### config.mk
export PLATFORM = sky130hd
export DESIGN_NAME = one_wire_bus_master_unit
export DESIGN_NICKNAME = d
export VERILOG_FILES = /design/src/sv/owbm_pkg.sv /design/src/sv/owbm_core.sv /design/src/sv/one_wire_bus_master_unit.sv
export VERILOG_INCLUDE_DIRS = /design/src /design/src/sv
export SDC_FILE = /design/constraint.sdc
export NUM_CORES = 1
export LEC_CHECK = 0
export BUFFER_PORTS_ARGS = -buffer_cell sky130_fd_sc_hd__buf_2
export CAP_MARGIN = 20
export CORE_MARGIN = 1.5
export CORE_UTILIZATION = 63
export CTS_CLUSTER_DIAMETER = 80
export CTS_CLUSTER_SIZE = 40
export DETAILED_ROUTE_END_ITERATION = 16
export PLACE_DENSITY_LB_ADDON = 0.12
export SKIP_CTS_REPAIR_TIMING = 1
export SYNTH_ARGS = -nofsm -noshare
export SYNTH_HDL_FRONTEND = slang
export SYNTH_HIERARCHICAL = 1
export SYNTH_SLANG_ARGS = --single-unit
### constraint.sdc
create_clock -name clk_i -period 5.75 [get_ports clk_i]
set_clock_uncertainty 0.2 [all_clocks]
set_input_delay 0.575 -clock clk_i [delete_from_list [all_inputs] [get_ports clk_i]]
set_output_delay 0.575 -clock clk_i [all_outputs]
set_load 0.05 [all_outputs]
### src/sv/one_wire_bus_master_unit_defines.svh
// Assertion macros shared by the single-wire bus master RTL.
// OWBM_ASSERT is gated by the reset; OWBM_ASSERT_ALWAYS also checks during reset.
`ifndef ONE_WIRE_BUS_MASTER_UNIT_DEFINES_SVH
`define ONE_WIRE_BUS_MASTER_UNIT_DEFINES_SVH

`ifndef ASSERT_OFF

`define OWBM_ASSERT(name, clk, rstn, prop) \
  name: assert property (@(posedge clk) disable iff (!rstn) prop) \
    else $error("%m: assertion failed");

`define OWBM_ASSERT_ALWAYS(name, clk, prop) \
  name: assert property (@(posedge clk) prop) \
    else $error("%m: assertion failed");

`else

`define OWBM_ASSERT(name, clk, rstn, prop)

`define OWBM_ASSERT_ALWAYS(name, clk, prop)

`endif

`endif

### src/sv/owbm_pkg.sv
`default_nettype none

package owbm_pkg;

  // Command codes carried with each tick.
  typedef enum logic [1:0] {
    FN_BUS_RESET = 2'd0,
    FN_DEV_RESET = 2'd1,
    FN_WRITE     = 2'd2,
    FN_READ      = 2'd3
  } func_e;

  // Configuration register indexes.
  typedef enum logic [2:0] {
    REG_RESET_LOW     = 3'd0,
    REG_RESET_SAMPLE  = 3'd1,
    REG_RESET_RELEASE = 3'd2,
    REG_WRITE_START   = 3'd3,
    REG_WRITE_ONE     = 3'd4,
    REG_WRITE_ZERO    = 3'd5,
    REG_READ_START    = 3'd6,
    REG_READ_SAMPLE   = 3'd7
  } reg_idx_e;

  localparam int unsigned CFG_IDX_W  = 3;
  localparam int unsigned CFG_DATA_W = 16;

  // Fixed bus timing, in ticks.
  localparam logic [15:0] SLOT_RECOVERY_TICKS     = 16'd10;
  localparam logic [7:0]  PRESENCE_WINDOW_SAMPLES = 8'd64;
  localparam logic [15:0] RESET_TAIL_TICKS        = 16'd100;
  localparam logic [15:0] DEVICE_RESET_TAIL_TICKS = 16'd100;
  localparam logic [15:0] BYTE_GAP_TICKS          = 16'd10;

  typedef struct packed {
    logic [15:0] reset_low;
    logic [15:0] reset_sample;
    logic [15:0] reset_release;
    logic [15:0] write_start;
    logic [15:0] write_one;
    logic [15:0] write_zero;
    logic [15:0] read_start;
    logic [15:0] read_sample;
  } cfg_t;

  localparam cfg_t CFG_DEFAULT = '{
    reset_low:     16'd480,
    reset_sample:  16'd70,
    reset_release: 16'd410,
    write_start:   16'd6,
    write_one:     16'd64,
    write_zero:    16'd54,
    read_start:    16'd6,
    read_sample:   16'd9
  };

  // One timebase tick.
  typedef struct packed {
    logic        cmd_valid;
    func_e       func;
    logic [7:0]  write_data;
    logic        line_level;
  } item_t;

  // One result; drive_en sits in bit 0.
  typedef struct packed {
    logic        no_presence;
    logic [7:0]  read_data;
    logic        done;
    logic        busy;
    logic        drive_val;
    logic        drive_en;
  } res_t;

endpackage

`default_nettype wire

### src/sv/owbm_core.sv
`default_nettype none

module owbm_core #(
  parameter int unsigned TIMER_WIDTH = 16
) (
  input  logic             clk_i,
  input  logic             rst_ni,
  input  logic             item_valid_i,
  input  owbm_pkg::item_t  item_i,
  input  owbm_pkg::cfg_t   cfg_i,
  output owbm_pkg::res_t   res_o
);

  typedef enum logic [14:0] {
    PH_IDLE       = 15'h0001,
    PH_RS_LOW     = 15'h0002,
    PH_RS_WAIT    = 15'h0004,
    PH_RS_WINDOW  = 15'h0008,
    PH_RS_RELEASE = 15'h0010,
    PH_RS_TAIL    = 15'h0020,
    PH_WR_LOW     = 15'h0040,
    PH_WR_HIGH    = 15'h0080,
    PH_WR_ZERO    = 15'h0100,
    PH_WR_RECOVER = 15'h0200,
    PH_RD_LOW     = 15'h0400,
    PH_RD_WAIT    = 15'h0800,
    PH_RD_SAMPLE  = 15'h1000,
    PH_RD_RECOVER = 15'h2000,
    PH_GAP        = 15'h4000
  } phase_e;

  // Nonzero-length flags of the timed phases; both recovery phases share one flag and the read sample has none.
  typedef struct packed {
    logic rs_low;
    logic rs_wait;
    logic rs_window;
    logic rs_release;
    logic rs_tail;
    logic wr_low;
    logic wr_one;
    logic wr_zero;
    logic rd_low;
    logic rd_wait;
    logic recover;
    logic gap;
  } nz_t;

  typedef struct packed {
    phase_e      phase;
    logic [2:0]  bit_idx;
    logic        res_upd;
  } entry_t;

  localparam logic [31:0] TIMER_MAX = 32'hFFFF_FFFF >> (32 - TIMER_WIDTH);

  function automatic logic [TIMER_WIDTH-1:0] sat_len(logic [15:0] d);
    logic [31:0] d32;
    d32 = {16'b0, d};
    return (d32 > TIMER_MAX) ? TIMER_MAX[TIMER_WIDTH-1:0] : d32[TIMER_WIDTH-1:0];
  endfunction

  function automatic logic [15:0] tail_len(owbm_pkg::func_e kind);
    return (kind == owbm_pkg::FN_DEV_RESET) ? owbm_pkg::DEVICE_RESET_TAIL_TICKS
                                            : owbm_pkg::RESET_TAIL_TICKS;
  endfunction

  function automatic logic [15:0] phase_len(phase_e p, owbm_pkg::cfg_t c,
                                            owbm_pkg::func_e kind);
    logic [15:0] l;
    case (p)
      PH_RS_LOW:     l = c.reset_low;
      PH_RS_WAIT:    l = c.reset_sample;
      PH_RS_WINDOW:  l = {8'b0, owbm_pkg::PRESENCE_WINDOW_SAMPLES};
      PH_RS_RELEASE: l = c.reset_release;
      PH_RS_TAIL:    l = tail_len(kind);
      PH_WR_LOW:     l = c.write_start;
      PH_WR_HIGH:    l = c.write_one;
      PH_WR_ZERO:    l = c.write_zero;
      PH_WR_RECOVER: l = owbm_pkg::SLOT_RECOVERY_TICKS;
      PH_RD_LOW:     l = c.read_start;
      PH_RD_WAIT:    l = c.read_sample;
      PH_RD_SAMPLE:  l = 16'd1;
      PH_RD_RECOVER: l = owbm_pkg::SLOT_RECOVERY_TICKS;
      PH_GAP:        l = owbm_pkg::BYTE_GAP_TICKS;
      default:       l = 16'd0;
    endcase
    return l;
  endfunction

  function automatic nz_t mk_nz(owbm_pkg::cfg_t c, owbm_pkg::func_e kind);
    nz_t n;
    n.rs_low     = c.reset_low != 16'd0;
    n.rs_wait    = c.reset_sample != 16'd0;
    n.rs_window  = owbm_pkg::PRESENCE_WINDOW_SAMPLES != 8'd0;
    n.rs_release = c.reset_release != 16'd0;
    n.rs_tail    = tail_len(kind) != 16'd0;
    n.wr_low     = c.write_start != 16'd0;
    n.wr_one     = c.write_one != 16'd0;
    n.wr_zero    = c.write_zero != 16'd0;
    n.rd_low     = c.read_start != 16'd0;
    n.rd_wait    = c.read_sample != 16'd0;
    n.recover    = owbm_pkg::SLOT_RECOVERY_TICKS != 16'd0;
    n.gap        = owbm_pkg::BYTE_GAP_TICKS != 16'd0;
    return n;
  endfunction

  // First timed phase of a whole write slot; idle code means the slot is empty.
  function automatic phase_e wr_full(logic bit_val, nz_t n);
    phase_e p;
    if (n.wr_low) begin
      p = PH_WR_LOW;
    end else if (bit_val && n.wr_one) begin
      p = PH_WR_HIGH;
    end else if (!bit_val && n.wr_zero) begin
      p = PH_WR_ZERO;
    end else if (n.recover) begin
      p = PH_WR_RECOVER;
    end else begin
      p = PH_IDLE;
    end
    return p;
  endfunction

  // A read slot always stops at its sample tick.
  function automatic phase_e rd_full(nz_t n);
    phase_e p;
    if (n.rd_low) begin
      p = PH_RD_LOW;
    end else if (n.rd_wait) begin
      p = PH_RD_WAIT;
    end else begin
      p = PH_RD_SAMPLE;
    end
    return p;
  endfunction

  function automatic entry_t gap_entry(logic is_read, nz_t n);
    entry_t r;
    r.bit_idx = 3'd7;
    r.phase   = n.gap ? PH_GAP : PH_IDLE;
    r.res_upd = !n.gap && is_read;
    return r;
  endfunction

  // Enter a phase and fall through every phase of zero length.
  function automatic entry_t resolve(phase_e entry, logic [2:0] bit_in, logic [7:0] shift,
                                     logic is_read, nz_t n);
    entry_t r;
    logic   from_low;
    logic   from_wait;
    logic   from_win;
    logic   from_rel;
    logic   data_nz;
    logic   found;
    phase_e cand;
    phase_e data_ph;
    int     j;
    r.phase   = PH_IDLE;
    r.bit_idx = bit_in;
    r.res_upd = 1'b0;
    found     = 1'b0;
    data_nz   = shift[bit_in] ? n.wr_one : n.wr_zero;
    data_ph   = shift[bit_in] ? PH_WR_HIGH : PH_WR_ZERO;
    from_low  = entry == PH_RS_LOW;
    from_wait = from_low || entry == PH_RS_WAIT;
    from_win  = from_wait || entry == PH_RS_WINDOW;
    from_rel  = from_win || entry == PH_RS_RELEASE;
    case (entry)
      PH_RS_LOW, PH_RS_WAIT, PH_RS_WINDOW, PH_RS_RELEASE, PH_RS_TAIL: begin
        if (from_low && n.rs_low) begin
          r.phase = PH_RS_LOW;
        end else if (from_wait && n.rs_wait) begin
          r.phase = PH_RS_WAIT;
        end else if (from_win && n.rs_window) begin
          r.phase = PH_RS_WINDOW;
        end else if (from_rel && n.rs_release) begin
          r.phase = PH_RS_RELEASE;
        end else if (n.rs_tail) begin
          r.phase = PH_RS_TAIL;
        end
      end
      PH_WR_LOW, PH_WR_HIGH, PH_WR_ZERO, PH_WR_RECOVER: begin
        if (entry == PH_WR_LOW && n.wr_low) begin
          r.phase = PH_WR_LOW;
          found   = 1'b1;
        end else if (entry != PH_WR_RECOVER && data_nz) begin
          r.phase = data_ph;
          found   = 1'b1;
        end else if (n.recover) begin
          r.phase = PH_WR_RECOVER;
          found   = 1'b1;
        end else begin
          // Descending scan: the lowest later bit with a timed phase wins.
          for (j = 7; j >= 0; j--) begin
            cand = wr_full(shift[j], n);
            if (j > int'(bit_in) && cand != PH_IDLE) begin
              r.phase   = cand;
              r.bit_idx = 3'(j);
              found     = 1'b1;
            end
          end
        end
        if (!found) begin
          r = gap_entry(is_read, n);
        end
      end
      PH_RD_LOW, PH_RD_WAIT, PH_RD_SAMPLE, PH_RD_RECOVER: begin
        if (entry == PH_RD_LOW && n.rd_low) begin
          r.phase = PH_RD_LOW;
        end else if ((entry == PH_RD_LOW || entry == PH_RD_WAIT) && n.rd_wait) begin
          r.phase = PH_RD_WAIT;
        end else if (entry != PH_RD_RECOVER) begin
          r.phase = PH_RD_SAMPLE;
        end else if (n.recover) begin
          r.phase = PH_RD_RECOVER;
        end else if (bit_in != 3'd7) begin
          r.bit_idx = bit_in + 3'd1;
          r.phase   = rd_full(n);
        end else begin
          r = gap_entry(is_read, n);
        end
      end
      PH_GAP: begin
        r = gap_entry(is_read, n);
      end
      default: begin
      end
    endcase
    return r;
  endfunction

  phase_e                 phase_q, phase_a, phase_d, nxt;
  owbm_pkg::func_e        kind_q, kind_a;
  logic [TIMER_WIDTH-1:0] tick_q, tick_a, tick_d;
  logic [2:0]             bit_q, bit_a, bit_d, nbit;
  logic [7:0]             shift_q, shift_a, shift_d;
  logic [7:0]             result_q, result_a, result_d;
  logic                   pres_q, pres_a, pres_d;
  logic [7:0]             wc_q, wc_a, wc_d;
  nz_t                    nz;
  entry_t                 ra, rb;
  phase_e                 start_ph;
  logic                   start, leave, gap_upd, is_read;
  logic                   en, val, busy, done;

  always_comb begin
    // Command start, in the tick it is offered.
    start    = phase_q == PH_IDLE && item_i.cmd_valid;
    kind_a   = start ? item_i.func : kind_q;
    is_read  = kind_a == owbm_pkg::FN_READ;
    nz       = mk_nz(cfg_i, kind_a);
    phase_a  = phase_q;
    tick_a   = tick_q;
    bit_a    = bit_q;
    shift_a  = shift_q;
    result_a = result_q;
    pres_a   = pres_q;
    wc_a     = wc_q;
    busy     = 1'b0;
    done     = 1'b0;
    start_ph = PH_RD_LOW;
    if (item_i.func == owbm_pkg::FN_BUS_RESET || item_i.func == owbm_pkg::FN_DEV_RESET) begin
      start_ph = PH_RS_LOW;
    end else if (item_i.func == owbm_pkg::FN_WRITE) begin
      start_ph = PH_WR_LOW;
    end
    if (start) begin
      bit_a = 3'd0;
      busy  = 1'b1;
      case (item_i.func)
        owbm_pkg::FN_BUS_RESET, owbm_pkg::FN_DEV_RESET: pres_a  = 1'b1;
        owbm_pkg::FN_WRITE:                             shift_a = item_i.write_data;
        default:                                        shift_a = 8'd0;
      endcase
    end
    ra = resolve(start_ph, 3'd0, shift_a, is_read, nz);
    if (start) begin
      phase_a = ra.phase;
      bit_a   = ra.bit_idx;
      if (ra.res_upd) begin
        result_a = shift_a;
      end
      if (ra.phase != PH_IDLE) begin
        tick_a = sat_len(phase_len(ra.phase, cfg_i, kind_a));
        wc_a   = 8'd0;
      end else begin
        done = 1'b1;
      end
    end

    // Timed phase work for this tick.
    phase_d  = phase_a;
    tick_d   = tick_a;
    bit_d    = bit_a;
    shift_d  = shift_a;
    result_d = result_a;
    pres_d   = pres_a;
    wc_d     = wc_a;
    en       = 1'b1;
    val      = 1'b1;
    leave    = 1'b0;
    gap_upd  = 1'b0;
    nxt      = PH_IDLE;
    nbit     = bit_a;
    if (phase_a != PH_IDLE) begin
      busy = 1'b1;
      case (phase_a)
        PH_RS_LOW, PH_WR_LOW, PH_WR_ZERO, PH_RD_LOW: begin
          en  = 1'b1;
          val = 1'b0;
        end
        PH_RS_WAIT, PH_RS_WINDOW, PH_RS_RELEASE, PH_RD_WAIT, PH_RD_SAMPLE,
        PH_RD_RECOVER: begin
          en  = 1'b0;
          val = 1'b0;
        end
        default: begin
          en  = 1'b1;
          val = 1'b1;
        end
      endcase
      case (phase_a)
        PH_RS_WINDOW: begin
          pres_d = item_i.line_level;
          wc_d   = wc_a + 8'd1;
          leave  = !item_i.line_level || wc_d >= owbm_pkg::PRESENCE_WINDOW_SAMPLES;
        end
        PH_RD_SAMPLE: begin
          if (item_i.line_level) begin
            shift_d[bit_a] = 1'b1;
          end
          leave = 1'b1;
        end
        default: begin
          tick_d = tick_a - TIMER_WIDTH'(1);
          leave  = tick_d == '0;
        end
      endcase
      case (phase_a)
        PH_RS_LOW:     nxt = PH_RS_WAIT;
        PH_RS_WAIT:    nxt = PH_RS_WINDOW;
        PH_RS_WINDOW:  nxt = PH_RS_RELEASE;
        PH_RS_RELEASE: nxt = PH_RS_TAIL;
        PH_WR_LOW:     nxt = PH_WR_HIGH;
        PH_WR_HIGH,
        PH_WR_ZERO:    nxt = PH_WR_RECOVER;
        PH_RD_LOW:     nxt = PH_RD_WAIT;
        PH_RD_WAIT:    nxt = PH_RD_SAMPLE;
        PH_RD_SAMPLE:  nxt = PH_RD_RECOVER;
        PH_WR_RECOVER: begin
          nxt  = (bit_a == 3'd7) ? PH_GAP : PH_WR_LOW;
          nbit = (bit_a == 3'd7) ? bit_a : bit_a + 3'd1;
        end
        PH_RD_RECOVER: begin
          nxt  = (bit_a == 3'd7) ? PH_GAP : PH_RD_LOW;
          nbit = (bit_a == 3'd7) ? bit_a : bit_a + 3'd1;
        end
        PH_GAP:        gap_upd = is_read;
        default:       nxt = PH_IDLE;
      endcase
    end
    rb = resolve(nxt, nbit, shift_d, is_read, nz);
    if (phase_a != PH_IDLE && leave) begin
      phase_d = rb.phase;
      bit_d   = rb.bit_idx;
      if (rb.res_upd || gap_upd) begin
        result_d = shift_d;
      end
      if (rb.phase != PH_IDLE) begin
        tick_d = sat_len(phase_len(rb.phase, cfg_i, kind_a));
        wc_d   = 8'd0;
      end else begin
        done = 1'b1;
      end
    end

    res_o.drive_en    = en;
    res_o.drive_val   = val;
    res_o.busy        = busy;
    res_o.done        = done;
    res_o.read_data   = result_d;
    res_o.no_presence = pres_d;
  end

  always_ff @(posedge clk_i or negedge rst_ni) begin
    if (!rst_ni) begin
      phase_q  <= PH_IDLE;
      kind_q   <= owbm_pkg::FN_BUS_RESET;
      tick_q   <= '0;
      bit_q    <= 3'd0;
      shift_q  <= 8'd0;
      result_q <= 8'd0;
      pres_q   <= 1'b1;
      wc_q     <= 8'd0;
    end else if (item_valid_i) begin
      phase_q  <= phase_d;
      kind_q   <= kind_a;
      tick_q   <= tick_d;
      bit_q    <= bit_d;
      shift_q  <= shift_d;
      result_q <= result_d;
      pres_q   <= pres_d;
      wc_q     <= wc_d;
    end
  end

endmodule

`default_nettype wire

### src/sv/one_wire_bus_master_unit.sv
// Channel   Dir  Handshake                    Payload
// s_axis    in   s_axis_tvalid/s_axis_tready  tdata: write_data, line_level; tuser: cmd_valid, func
// m_axis    out  m_axis_tvalid/m_axis_tready  tdata: drive_en, drive_val, busy, done, read_data,
//                                             no_presence
// cfg       in   cfg_we_i (no wait)           cfg_idx_i, cfg_wdata_i
//
// Cycles: one request per clock while the skid entry is free; each accepted tick is worked in the
//   cycle it is taken and its result is registered in the output register (in the skid on a stall).
// The phase timer, window counter and bit index advance once per accepted tick, never per clock.
// Stalls: a two-entry output buffer (output register plus skid) keeps the input open while one
//   result waits; the input closes only when both entries hold results.
// Reset: asynchronous, active low; clears the buffer, the phase machine and restores register
//   defaults.
`default_nettype none

`include "one_wire_bus_master_unit_defines.svh"

module one_wire_bus_master_unit #(
  parameter int unsigned TIMER_WIDTH = 16
) (
  input  logic                              clk_i,
  input  logic                              rst_ni,
  // configuration write port
  input  logic                              cfg_we_i,
  input  logic [owbm_pkg::CFG_IDX_W-1:0]    cfg_idx_i,
  input  logic [owbm_pkg::CFG_DATA_W-1:0]   cfg_wdata_i,
  // tick input
  input  logic                              s_axis_tvalid,
  output logic                              s_axis_tready,
  input  logic [15:0]                       s_axis_tdata,  // [7:0] write_data, [8] line_level
  input  logic [2:0]                        s_axis_tuser,  // [0] cmd_valid, [2:1] func
  // result output
  output logic                              m_axis_tvalid,
  input  logic                              m_axis_tready,
  // [0] drive_en, [1] drive_val, [2] busy, [3] done, [11:4] read_data, [12] no_presence
  output logic [15:0]                       m_axis_tdata
);

  owbm_pkg::cfg_t  cfg_q;
  owbm_pkg::item_t item;
  owbm_pkg::res_t  res;
  owbm_pkg::res_t  out_q, skid_q;
  logic            out_valid_q, skid_valid_q;
  logic            push, pop;

  // Timing registers: write straight in, ignore nothing within the index range.
  always_ff @(posedge clk_i or negedge rst_ni) begin
    if (!rst_ni) begin
      cfg_q <= owbm_pkg::CFG_DEFAULT;
    end else if (cfg_we_i) begin
      case (owbm_pkg::reg_idx_e'(cfg_idx_i))
        owbm_pkg::REG_RESET_LOW:     cfg_q.reset_low     <= cfg_wdata_i;
        owbm_pkg::REG_RESET_SAMPLE:  cfg_q.reset_sample  <= cfg_wdata_i;
        owbm_pkg::REG_RESET_RELEASE: cfg_q.reset_release <= cfg_wdata_i;
        owbm_pkg::REG_WRITE_START:   cfg_q.write_start   <= cfg_wdata_i;
        owbm_pkg::REG_WRITE_ONE:     cfg_q.write_one     <= cfg_wdata_i;
        owbm_pkg::REG_WRITE_ZERO:    cfg_q.write_zero    <= cfg_wdata_i;
        owbm_pkg::REG_READ_START:    cfg_q.read_start    <= cfg_wdata_i;
        owbm_pkg::REG_READ_SAMPLE:   cfg_q.read_sample   <= cfg_wdata_i;
        default: begin
        end
      endcase
    end
  end

  // Unpack one tick request.
  assign item.cmd_valid  = s_axis_tuser[0];
  assign item.func       = owbm_pkg::func_e'(s_axis_tuser[2:1]);
  assign item.write_data = s_axis_tdata[7:0];
  assign item.line_level = s_axis_tdata[8];

  // Accept while the skid entry is free; the phase machine advances on every accept.
  assign s_axis_tready = !skid_valid_q;
  assign push          = s_axis_tvalid && s_axis_tready;
  assign pop           = m_axis_tvalid && m_axis_tready;

  owbm_core #(
    .TIMER_WIDTH (TIMER_WIDTH)
  ) u_core (
    .clk_i        (clk_i),
    .rst_ni       (rst_ni),
    .item_valid_i (push),
    .item_i       (item),
    .cfg_i        (cfg_q),
    .res_o        (res)
  );

  // Output register with skid: drain skid first, park a new result when the output stalls.
  always_ff @(posedge clk_i or negedge rst_ni) begin
    if (!rst_ni) begin
      out_valid_q  <= 1'b0;
      skid_valid_q <= 1'b0;
    end else if (!out_valid_q || pop) begin
      if (skid_valid_q) begin
        out_valid_q  <= 1'b1;
        skid_valid_q <= 1'b0;
      end else begin
        out_valid_q  <= push;
      end
    end else if (push) begin
      skid_valid_q <= 1'b1;
    end
  end

  always_ff @(posedge clk_i) begin
    if (!out_valid_q || pop) begin
      out_q <= skid_valid_q ? skid_q : res;
    end else if (push) begin
      skid_q <= res;
    end
  end

  assign m_axis_tvalid = out_valid_q;
  assign m_axis_tdata  = {3'b000, out_q};

  `OWBM_ASSERT_ALWAYS(a_skid_needs_out, clk_i, skid_valid_q |-> out_valid_q)
  `OWBM_ASSERT(a_stall_fills_skid, clk_i, rst_ni, (push && out_valid_q && !pop) |=> skid_valid_q)
  `OWBM_ASSERT(a_done_within_busy, clk_i, rst_ni, out_valid_q |-> (!out_q.done || out_q.busy))
  `OWBM_ASSERT(a_released_reads_low, clk_i, rst_ni, (out_valid_q && !out_q.drive_en) |-> !out_q.drive_val)

endmodule

`default_nettype wire
* Word level (Yosys, flattened, before mapping)
Index checks and enable logic that the tools add are counted.
Widths: inputs -> output; s select.
** Operators by class
- Equal/unequal tests :: 88
- Reductions and logical operators :: 69
- Add/subtract/negate cells :: 3
- Bitwise logic cells :: 2
- Multiplexer cells :: 93
- $lt $le $gt $ge :: 4
** Operators by type and width (count)
- $pmux 16 s12 :: 2
- $mux 15 :: 19
- $pmux 15 s11 :: 1
- $reduce_bool 16->1 :: 8
- $pmux 15 s4 :: 2
- $mux 8 :: 14
- $mux 16 :: 6
- $eq 15x10->1 const B :: 5
- $eq 15x11->1 const B :: 5
- $eq 15x12->1 const B :: 5
- $eq 15x13->1 const B :: 5
- $eq 15x14->1 const B :: 5
- $eq 15x15->1 const B :: 5
- $eq 15x2->1 const B :: 5
- $eq 15x3->1 const B :: 5
- $eq 15x4->1 const B :: 5
- $eq 15x5->1 const B :: 5
- $eq 15x7->1 const B :: 5
- $eq 15x8->1 const B :: 5
- $eq 15x9->1 const B :: 5
- $eq 15x6->1 const B :: 4
- $ne 15x1->1 const B :: 3
- $mux 19 :: 2
- $ne 15x10->1 const B :: 2
- 42 further kinds :: 131
** Storage, ports and cells
- Register bits after elaboration :: 217
- Output and inout port bits :: 18
- Bits of input ports :: 43

* Logic depth before layout (Yosys ltp)
Gate-level depths: netlist of run 1.
- Depth after elaboration :: 33
- Mapped depth :: 22
- Gate-level depth less buffers :: 17

* Cells and area by module
Netlist of run 1, hierarchy kept.
** Modules (own cells, without submodules)
- owbm_core :: cells each 937, area each 7267.0 um^2, times used 1
- one_wire_bus_master_unit :: cells each 333, area each 5993.2 um^2, times used 1

* Worst setup path after synthesis of run 1
OpenSTA, ideal clock, no wires.
- Kind :: register -> register
- Start point :: reg u_core.phase_q[1]
- End point :: reg out_q, in the netlist m_axis_tdata[5] (data pin)
- Buffers on the path :: 3
- Setup slack :: 1.082 ns
- Data required time :: 5.290 ns
- Stages on the path, launching flop included :: 19
- Arrival :: 4.208 ns
- Clock period less this slack :: 4.668 ns
- Path through :: dfrtp_1 -> buf_2 -> nor4b_4 -> nand4b_4 -> buf_6 -> o21a_1 -> nor4_1 -> o31ai_4 -> inv_1 -> ha_1 -> o21ai_0 -> nor3b_1 -> o211a_1 -> o2111ai_2 -> o31ai_1 -> and2_1 -> buf_2 -> mux2_2 -> mux2_2
** RTL lines
- start, declared :: RTL line owbm_core.sv:232 : phase_e phase_q, phase_a, phase_d, nxt;
- start signal, assigned :: RTL line owbm_core.sv:396 : phase_q <= phase_d;
- end signal, assigned :: RTL line one_wire_bus_master_unit.sv:107 : out_q <= skid_valid_q ? skid_q : res;
- end, declared :: RTL line one_wire_bus_master_unit.sv:42 : owbm_pkg::res_t out_q, skid_q;

==> reports/results.ini, run 1 <==
[clocking]
tritoncts = yes
insertion_delay_ns = 0.49
cts.path.max_buffers = 3
clk_pin_slew_worst_paths_ns = 0.11
htreeDepth = 1
cts_buffers = 12
cts_root_buf = clkbuf_16
cts_sinks = 217

[sta]
setup-tns-final_ns = 0
hold_viol = 0
slew_headroom = 0.303
setup_viol = 0
post-route-min-period_ns = 5.62
slew_violations = 0
fmax_ghz = 0.178
grt_setup_unrepaired = no
post-route-period-util = 0.978
tightest_slew_ns = 1.04

[final_layout]
fin_util = 0.710
fill_cells = 1556
finalInstanceArea_um2 = 14500
drive_gt1_frac = 0.293
insertedDiodeCount = 0
syn2layout_area_growth_pct = 9.46
nNetsFinal = 1380

[detailed_routing]
routed.top_layer = met4
wl_per_cell_um = 26.3
vias = 11400
wl_met2_um = 18800
post-route-drc-count = 0
drt_iter0_markers = 1380
routed-wl-met3_um = 4240
dr.pass1.iters = 11
ant_nets = 0
m1WireLength_um = 17600
post_drt_via_cell_ratio = 7.07
finalWirelength_um = 42300

[floorplan]
core_um2 = 20400
die_x_um = 148
pin_count = 61
die_y_um = 148
row_count = 52
dieArea_um2 = 21900
start_util = 0.649

[placement]
io_buffer_count = 50
postPlaceCellArea_um2 = 14100
dp_hpwl_um = 31600
place.gp.congestion = 1.02

[critical_path]
crit_required_ns = 5.80
worst_path_most_repeated_cell = a31oi_1
crit_arrival_ns = 5.68
worstPathMaxFanout = 9
rrSetupSlack_ns = 0.13
cp_slowest_cell = nor4_1
path_class = reg2reg
slowest_delay_ns = 0.59
critPathCaptureType = flip-flop
r2r_cells = 15
r2r_start = cfg_q[104]
r2r_end = m_axis_tdata[8]
critPathLaunchType = flip-flop
worstPathCellList = nor4_1 > and4_1 > nor3_1 > buf_4 > a221oi_1 > a31oi_1 > nor3_2 > nor4b_4 > a311oi_1 > a31oi_1 > o31ai_1 > and2_1 > buf_12 > mux2_1 > mux2_2

[pwr]
power_switching_uw = 1560
p_clk_frac = 0.231
power_density_nw_per_um2 = 310
swShare = 0.346
ir_worst_vdd_mv = 0.281
seq_power_share = 0.481
leakage_uw = 0.00603
power_uw = 4500
p_int_uw = 2940
pwr-share-comb = 0.288

[global_routing]
track_usage = 0.389
grt_pass1_vias = 11000
antenna_found_initial = 0
grt_pass1_wl_um = 64700
grt_max_degree = 124
grt_overflow = 0

[synthesis]
synthTopCellsByArea = dfrtp_1 (31%), mux2_2 (12%), edfxtp_1 (5.9%)
synth_compound_area_frac = 0.151
synth_top_area_share = 0.313
synth_top_family_by_area = simple AND/OR/NAND/NOR gates
syn_area_per_cell_um2 = 10.4
synthSimpleGateAreaFrac = 0.197
ys_ff_latch = 217
synth_common_cells = dfrtp_1 (166), mux2_2 (143), nor2_1 (112)
ys_types = 105
synth_ff_type = dfrtp_1
netlist_instances = 1270
synth.most_common_cell = dfrtp_1
yosysTopAreaCell = dfrtp_1
synth_edf_count = 26
synth.area.mux_share = 0.170
synthAdderAreaFrac = 0.00377
netlist_area_um2 = 13300
synth_xor_area_frac = 0.0132
yosysSeqAreaShare = 0.422
yosys_warnings = 6
synthArstFlopShare = 0.880

[job]
cap_violations = 0

[worst_hold_path]
hp-class = in2async

[outcome]
outcome = finished clean

[metrics by stage]
| step | worst slack (ns) | hold slack [ns] | instances |
|---|---|---|---|
| finish | 0.126 | 0.0122 | 1609 |
| global route | 0.0209 | 0.0816 | 1609 |
| CTS | 0.266 | 0.0791 | 1608 |
| detailed placement | 0.274 | 0.276 | 1588 |
| global placement | 0.427 | 0.261 | 1588 |
| floorplan | 1.08 | 0.0794 | 1272 |
[per-layer routing]
metal,global-route usage,up-vias
met3,0.0847,121
li1,-,4949
met2,0.603,653
met1,0.546,5649
met5,0,-
met4,0.125,0
[area by class of cell]
cell class | count | area [µm²] | share of cell area
clock buffers | 14 | 339 | 0.0234
flip-flops and latches | 217 | 5590 | 0.385
multi-input cells | 944 | 7150 | 0.492
inverters | 25 | 93.8 | 0.00646
clock inverters | 6 | 95.1 | 0.00655
well taps | 270 | 338 | 0.0233
repair buffers | 133 | 911 | 0.0628
[registers in the layout, summed over array words and instances, names as in the netlist]
signal,cells
m_axis_tdata,13
u_core/kind_q,2
u_core/pres_q,1
skid_valid_q,1
u_core/bit_q,3
u_core/shift_q,8
u_core/phase_q,15
m_axis_tvalid,1
cfg_q,128
u_core/wc_q,8
skid_q,13
u_core/result_q,8
u_core/tick_q,16
[worst max-delay path, delay by kind of cell, from the launching register on]
family / cells / cell delay, ns
mux: 2 / 0.62
simple gates: 6 / 2.10
flops: 1 / 0.43
compound gates: 5 / 1.66
buf+inv: 2 / 0.34
[cell usage in the layout (no fill, tap or decap), types with 13 or more instances in the layout]
| cell type | netlist | layout |
|---|---|---|
| nand3_1 | 21 | 21 |
| a21oi_1 | 32 | 32 |
| a222oi_1 | 14 | 14 |
| inv_1 | 24 | 24 |
| mux2i_1 | 36 | 36 |
| mux2_2 | 143 | 143 |
| dfrtp_1 | 166 | 166 |
| a31oi_1 | 32 | 32 |
| edfxtp_1 | 26 | 26 |
| clkbuf_16 | 0 | 13 |
| nand2_1 | 88 | 88 |
| nor4_1 | 43 | 43 |
| nand4_1 | 27 | 27 |
| nor3_1 | 22 | 22 |
| nor2_1 | 112 | 112 |
| xnor2_1 | 15 | 15 |
| dfstp_2 | 25 | 25 |
| o21ai_0 | 36 | 36 |
| buf_4 | 13 | 80 |
| and3_1 | 17 | 17 |
| buf_2 | 27 | 49 |
| nand2b_1 | 13 | 13 |
| or3_1 | 17 | 17 |
| a221oi_1 | 13 | 13 |
[cells by family after synthesis]
family | Yosys count
flip-flops | 217
AND/OR/NAND/NOR | 454
multiplexers | 201
AO/OA/AOI/OAI | 262
adder cells (fa/ha/maj) | 4
other | 1
buffers and inverters | 111
XOR/XNOR | 20
[worst max path at each step]
| stage | start | end | slack, ns | depth (start not counted) |
|---|---|---|---|---|
| 2_1_floorplan | u_core/phase_q[1] | m_axis_tdata[5] | 1.08 | 18 |
| 3_3_place_gp | u_core/phase_q[0] | m_axis_tdata[9] | 0.43 | 16 |
| 3_5_place_dp | u_core/phase_q[0] | m_axis_tdata[8] | 0.27 | 16 |
| 4_1_cts | u_core/phase_q[0] | m_axis_tdata[8] | 0.27 | 16 |
| 5_1_grt | u_core/phase_q[0] | m_axis_tdata[8] | 0.02 | 17 |
| 6_report | cfg_q[104] | m_axis_tdata[8] | 0.13 | 15 |
[power by group through the flow]
stage | clock [µW] | sequential [µW] | combinational, µW
floorplan | 0 | 2090 | 921
global placement | 0 | 2160 | 1240
detailed placement | 0 | 2180 | 1270
CTS | 1050 | 2150 | 1270
global route | 1110 | 2190 | 1400
finish | 1040 | 2160 | 1300
Note: power is estimated with default switching activity, not from simulation.
==> inputs of run 2 (changes only) <==
BUFFER_PORTS_ARGS = -buffer_cell sky130_fd_sc_hd__buf_4   (was -buffer_cell sky130_fd_sc_hd__buf_2)
CORE_UTILIZATION = 52   (was 63)
==> reports/results.ini, run 2 (synthesis results as in run 1) <==
[outcome]
outcome = finished clean  ; unchanged

[placement]
dp_slack_ns = 0.340  ; was 0.274 ns
place.gp.congestion = 0.968  ; was 1.02
io_buffer_count = 50  ; unchanged
dp_hpwl_um = 31400  ; was 31,600 µm

[clocking]
cts.path.max_buffers = 3  ; unchanged
cts_sinks = 217  ; unchanged
tritoncts = yes  ; unchanged
insertion_delay_ns = 0.52  ; was 0.49 ns
htreeDepth = 1  ; unchanged
cts_buffers = 14  ; was 12
clk_pin_slew_worst_paths_ns = 0.11  ; about the same
cts_root_buf = clkbuf_16  ; unchanged

[final_layout]
top_regs = cfg_q x128, u_core/tick_q x16, u_core/phase_q x15  ; unchanged
regMostFlops = cfg_q  ; unchanged
final_common_cell = dfrtp_1  ; unchanged
fill_cells = 2268  ; was 1,556
largest_register_ffs = 128  ; unchanged
final-seq-area_um2 = 5590  ; unchanged
multiInputGateArea_um2 = 7150  ; about the same
nNetsFinal = 1366  ; was 1,380
most-common-layout-cells = dfrtp_1 (166), mux2_2 (143), nor2_1 (112)  ; unchanged
syn2layout_area_growth_pct = 10.9  ; was 9.46%
drive_gt1_frac = 0.286  ; was 0.293

[global_routing]
grt_max_degree = 163  ; was 124
grt_pass1_vias = 10500  ; was 11.0k
use_met3 = 0.0479  ; was 0.0847
grt.busiest_layer = met2  ; unchanged
track_usage = 0.320  ; was 0.389
use_met1 = 0.460  ; was 0.546
antenna_found_initial = 0  ; unchanged
grt_pass1_wl_um = 64600  ; was 64,700 µm
grt_util_met2 = 0.497  ; was 0.603
grt_overflow = 0  ; unchanged

[critical_path]
crit_end = m_axis_tdata[11]  ; was m_axis_tdata[8]
r2r_start = cfg_q[104]  ; unchanged
slowest_delay_ns = 0.56  ; was 0.59 ns
rrSetupSlack_ns = 0.22  ; was 0.13 ns
critPathCaptureType = flip-flop  ; unchanged
crit_required_ns = 5.82  ; was 5.80 ns
path_class = reg2reg  ; unchanged
crit_start = cfg_q[104]  ; unchanged
r2r_cells = 14  ; was 15
crit_arrival_ns = 5.60  ; was 5.68 ns
worstPathMaxFanout = 10  ; was 9
worst_path_most_repeated_cell = a31oi_1  ; unchanged
path_depth = 14  ; was 15
cp_slowest_cell = a221oi_1  ; was nor4_1
critPathLaunchType = flip-flop  ; unchanged
r2r_end = m_axis_tdata[11]  ; was m_axis_tdata[8]
worstPathCellList = nor4_1 > and4_1 > nor3_1 > buf_4 > a221oi_1 > a31oi_1 > nor3_2 > nor4b_4 > a311oi_1 > a31oi_1 > o31ai_1 > and2_2 > mux2_1 > mux2_2  ; was nor4_1 > and4_1 > nor3_1 > buf_4 > a221oi_1 > a31oi_1 > nor3_2 > nor4b_4 > a311oi_1 > a31oi_1 > o31ai_1 > and2_1 > buf_12 > mux2_1 > mux2_2
crit_buf_inv = 1  ; was 2
critPathTopFamily = simple AND/OR/NAND/NOR gates  ; unchanged

[floorplan]
die_x_um = 163  ; was 148 µm
die_y_um = 163  ; was 148 µm
dieArea_um2 = 26500  ; was 21,900 µm²
row_count = 58  ; was 52
core_um2 = 25100  ; was 20,400 µm²
start_util = 0.528  ; was 0.649
pin_count = 61  ; unchanged

[sta]
slew_headroom = 0.282  ; was 0.303
fmax_ghz = 0.181  ; was 0.178 GHz
setup_ws_ns = 0.221  ; was 0.126 ns
post-route-period-util = 0.961  ; was 0.978
post-route-min-period_ns = 5.53  ; was 5.62 ns
hold_viol = 0  ; unchanged
setup-tns-final_ns = 0  ; unchanged
setup_viol = 0  ; unchanged
grt_setup_unrepaired = no  ; unchanged
tightest_slew_ns = 1.08  ; was 1.04 ns
slew_violations = 0  ; unchanged

[detailed_routing]
post-route-drc-count = 0  ; unchanged
dr.pass1.iters = 8  ; was 11
wl_per_cell_um = 25.3  ; was 26.3 µm
finalWirelength_um = 42000  ; was 42,300 µm
post_drt_via_cell_ratio = 6.69  ; was 7.07
drt_iter0_markers = 1421  ; was 1,380
ant_nets = 0  ; unchanged
vias = 11100  ; was 11.4k

[pwr]
power_density_nw_per_um2 = 316  ; was 310 nW/µm²
leakage_uw = 0.00605  ; was 0.00603 µW
ir_worst_vdd_mv = 0.302  ; was 0.281 mV

[job]
cap_violations = 0  ; unchanged

[worst_hold_path]
hp-class = in2reg  ; was in2async

## run 2: cell types whose count changed in the layout (fill, tap and decap cells not counted), moves of 2 or more
cell	delta
clkinv_8	-2
buf_2	-49
inv_16	+4
clkbuf_16	+2
inv_6	+2
buf_4	+30
## run 2: worst min path at each step
stage,start,to,depth (start not counted)
floorplan,rst_ni,cfg_q[100],0
global placement,u_core/result_q[4],u_core/result_q[4],1
detailed placement,u_core/result_q[6],u_core/result_q[6],1
CTS,rst_ni,cfg_q[80],1
global route,s_axis_tvalid,m_axis_tvalid,3
finish,s_axis_tvalid,m_axis_tvalid,3
## run 2: report_power, final
group	leakage [µW]	total, µW	internal, µW	switching (µW)
registers	0.00253	2150	1860	296
clock network	0.000259	1220	573	643
logic	0.00326	1280	583	697
## run 2: worst register-to-register path: stages (launching register included)
cell and delay [ns]:
dfrtp_1 0.42, nor4_1 0.54, and4_1 0.49, nor3_1 0.14, buf_4 0.20, a221oi_1 0.56
a31oi_1 0.31, nor3_2 0.31, nor4b_4 0.35, a311oi_1 0.16, a31oi_1 0.48, o31ai_1 0.17
and2_2 0.32, mux2_1 0.36, mux2_2 0.27
## run 2: layout make-up
class | count | share of cell area
diodes | 1 | 0.000170
clock buffers | 15 | 0.0255
clock inverters | 9 | 0.0104
inverters | 25 | 0.00638
multi-input cells | 944 | 0.486
flip-flops and latches | 217 | 0.380
well taps | 330 | 0.0281
repair buffers | 117 | 0.0634
## run 2: routing by layer
metal  vias to the layer above  share of wire
li1                       4933              -
met1                      5536           0.43
met2                       541           0.46
met3                        82          0.080
met4                         0          0.030
met5                         -              0
## run 2: through the flow
stage / hold WS [ns] / area [µm²] / power [µW] / utilization / instances
after floorplan: 0.0794 / 13300 / 3010 / - / 1272
after global placement: 0.261 / 14100 / 3400 / 0.563 / 1630
after detailed placement: 0.271 / 14100 / 3440 / 0.563 / 1630
after CTS: -0.250 / 14700 / 4640 / 0.584 / 1654
after global routing: 0.103 / 14700 / 4850 / 0.586 / 1657
final: 0.0921 / 14700 / 4650 / 0.586 / 1658
==> inputs of run 3 (changes only) <==
PLACE_DENSITY = 0.65   (was default)
PLACE_DENSITY_LB_ADDON = default   (was 0.12)
==> reports/results.ini, run 3 (synthesis results as in run 1) <==
[placement]
dp_hpwl_um = 31500  ; was 31,400 µm
postPlaceCellArea_um2 = 14200  ; was 14,100 µm²
place.gp.congestion = 0.987  ; was 0.968
io_buffer_count = 50  ; unchanged

[outcome]
outcome = finished with violations  ; was finished clean
violations = negative hold slack

[critical_path]
worstPathMaxFanout = 14  ; was 10
path_class = reg2reg  ; unchanged
crit_arrival_ns = 5.55  ; was 5.60 ns
slowest_delay_ns = 0.63  ; was 0.56 ns
critPathCaptureType = flip-flop  ; unchanged
crit_start = u_core/phase_q[0]  ; was cfg_q[104]
critPathLaunchType = flip-flop  ; unchanged
crit_required_ns = 5.81  ; was 5.82 ns
cp_slowest_cell = dfstp_2  ; was a221oi_1
r2r_start = u_core/phase_q[0]  ; was cfg_q[104]
worstPathCellList = nor4b_4 > nand4b_4 > buf_4 > o21ai_0 > nand2_1 > o31ai_4 > inv_1 > ha_1 > or2_0 > a31oi_1 > o2111ai_2 > o31ai_1 > and2_2 > mux2_1 > mux2_2  ; was nor4_1 > and4_1 > nor3_1 > buf_4 > a221oi_1 > a31oi_1 > nor3_2 > nor4b_4 > a311oi_1 > a31oi_1 > o31ai_1 > and2_2 > mux2_1 > mux2_2

[final_layout]
drive_gt1_frac = 0.290  ; was 0.286
finalInstanceArea_um2 = 14700  ; about the same
fin_util = 0.587  ; was 0.586
top_regs = cfg_q x128, u_core/tick_q x16, u_core/phase_q x15  ; unchanged
most-common-layout-cells = dfrtp_1 (166), mux2_2 (143), buf_4 (115)  ; was dfrtp_1 (166), mux2_2 (143), nor2_1 (112)
insertedDiodeCount = 0  ; was 1
final_common_cell = dfrtp_1  ; unchanged
syn2layout_area_growth_pct = 11.1  ; was 10.9%
largest_register_ffs = 128  ; unchanged
regMostFlops = cfg_q  ; unchanged
nNetsFinal = 1370  ; was 1,366
fill_cells = 2221  ; was 2,268

[clocking]
htreeDepth = 1  ; unchanged
cts.path.max_buffers = 3  ; unchanged
clk_pin_slew_worst_paths_ns = 0.09  ; was 0.11 ns
insertion_delay_ns = 0.52  ; about the same
cts_sinks = 217  ; unchanged
cts_root_buf = clkbuf_16  ; unchanged
cts_buffers = 15  ; was 14
tritoncts = yes  ; unchanged

[global_routing]
grt_overflow = 0  ; unchanged
grt.busiest_layer = met2  ; unchanged
use_met1 = 0.464  ; was 0.460
track_usage = 0.318  ; was 0.320
grt_util_met2 = 0.489  ; was 0.497
grt_max_degree = 118  ; was 163
antenna_found_initial = 0  ; unchanged
use_met3 = 0.0400  ; was 0.0479
grt_pass1_wl_um = 64600  ; about the same
grt_pass1_vias = 10600  ; was 10.5k

[worst_hold_path]
hp-class = in2async  ; was in2reg

[sta]
grt_setup_unrepaired = no  ; unchanged
post-route-period-util = 0.955  ; was 0.961
post-route-min-period_ns = 5.49  ; was 5.53 ns
setup-tns-final_ns = 0  ; unchanged
hold_viol = 2  ; was 0
setup_viol = 0  ; unchanged
slew_violations = 0  ; unchanged
fin_hold_ws_ns = -0.00755  ; was 0.0921 ns
tightest_slew_ns = 1.00  ; was 1.08 ns
slew_headroom = 0.332  ; was 0.282
fmax_ghz = 0.182  ; was 0.181 GHz

[detailed_routing]
drt_iter0_markers = 1522  ; was 1,421
finalWirelength_um = 42000  ; about the same
wl_per_cell_um = 25.3  ; about the same
dr.pass1.iters = 9  ; was 8
post_drt_via_cell_ratio = 6.67  ; was 6.69
post-route-drc-count = 0  ; unchanged
ant_nets = 0  ; unchanged
vias = 11100  ; about the same

[pwr]
power_density_nw_per_um2 = 315  ; was 316 nW/µm²
p_clk_frac = 0.259  ; was 0.262
power_switching_uw = 1630  ; was 1640 µW
swShare = 0.350  ; was 0.352
seq_power_share = 0.465  ; was 0.463
ir_worst_vdd_mv = 0.247  ; was 0.302 mV
leakage_uw = 0.00605  ; about the same
pwr-share-comb = 0.276  ; was 0.275
p_int_uw = 3020  ; was 3010 µW

[floorplan]
die_y_um = 163  ; unchanged
pin_count = 61  ; unchanged
core_um2 = 25100  ; unchanged
start_util = 0.528  ; unchanged
dieArea_um2 = 26500  ; unchanged
die_x_um = 163  ; unchanged
row_count = 58  ; unchanged

[job]
cap_violations = 0  ; unchanged

run 3: cell types whose count changed in the layout (fill, tap and decap cells not counted), moves of 2 or more:
cell      change
inv_6         -2
clkinv_8      +2
buf_4         +5
inv_16        -3
run 3: power groups by stage:
| stage | sequential [µW] | clock (µW) | combinational [µW] |
|---|---|---|---|
| global route | 2190 | 1270 | 1390 |
| floorplan | 2090 | 0 | 921 |
| CTS | 2150 | 1230 | 1260 |
| finish | 2160 | 1200 | 1280 |
| global placement | 2170 | 0 | 1240 |
| detailed placement | 2170 | 0 | 1260 |
run 3: final cells by class:
type                            count  area (µm²)  share of cell area
Tap cell                          330         413              0.0280
Timing Repair Buffer              120         940              0.0638
Sequential cell                   217        5590               0.380
Inverter                           25        93.8             0.00637
Multi-Input combinational cell    944        7160               0.486
Clock inverter                      9         156              0.0106
Clock buffer                       16         379              0.0257
run 3: metrics by stage:
step	std cells	total power [µW]	worst slack, ns
after global routing	1661	4860	0.0851
after global placement	1634	3410	0.277
after CTS	1659	4640	0.226
final	1661	4650	0.257
after floorplan	1272	3010	1.08
after detailed placement	1634	3430	0.230
run 3: worst max-delay path: cells and delay by family, from the launching register on:
family	cells	cell delay (ns)
flops	1	0.63
compound gates	5	1.63
mux	2	0.67
simple gates	5	1.41
fa+ha+maj	1	0.31
buf+inv	2	0.42
run 3: per-layer routing:
layer	wire length (µm)	up-vias
met2	18700	507
met1	18600	5532
met5	0	-
li1	-	4935
met4	1520	0
met3	3210	110
run 3: path summary, 6_finish.rpt:
kind                                 endpoint  slack [ns]  cells past startpoint
max in group asynchronous           cfg_q[42]        4.21                      2
max reg2reg                   m_axis_tdata[7]        0.26                     15
max                           m_axis_tdata[7]        0.26                     15
min in group clk_i              m_axis_tvalid        0.10                      3
min                        u_core/result_q[7]      -0.008                      1
min reg2reg                u_core/result_q[6]        0.29                      1
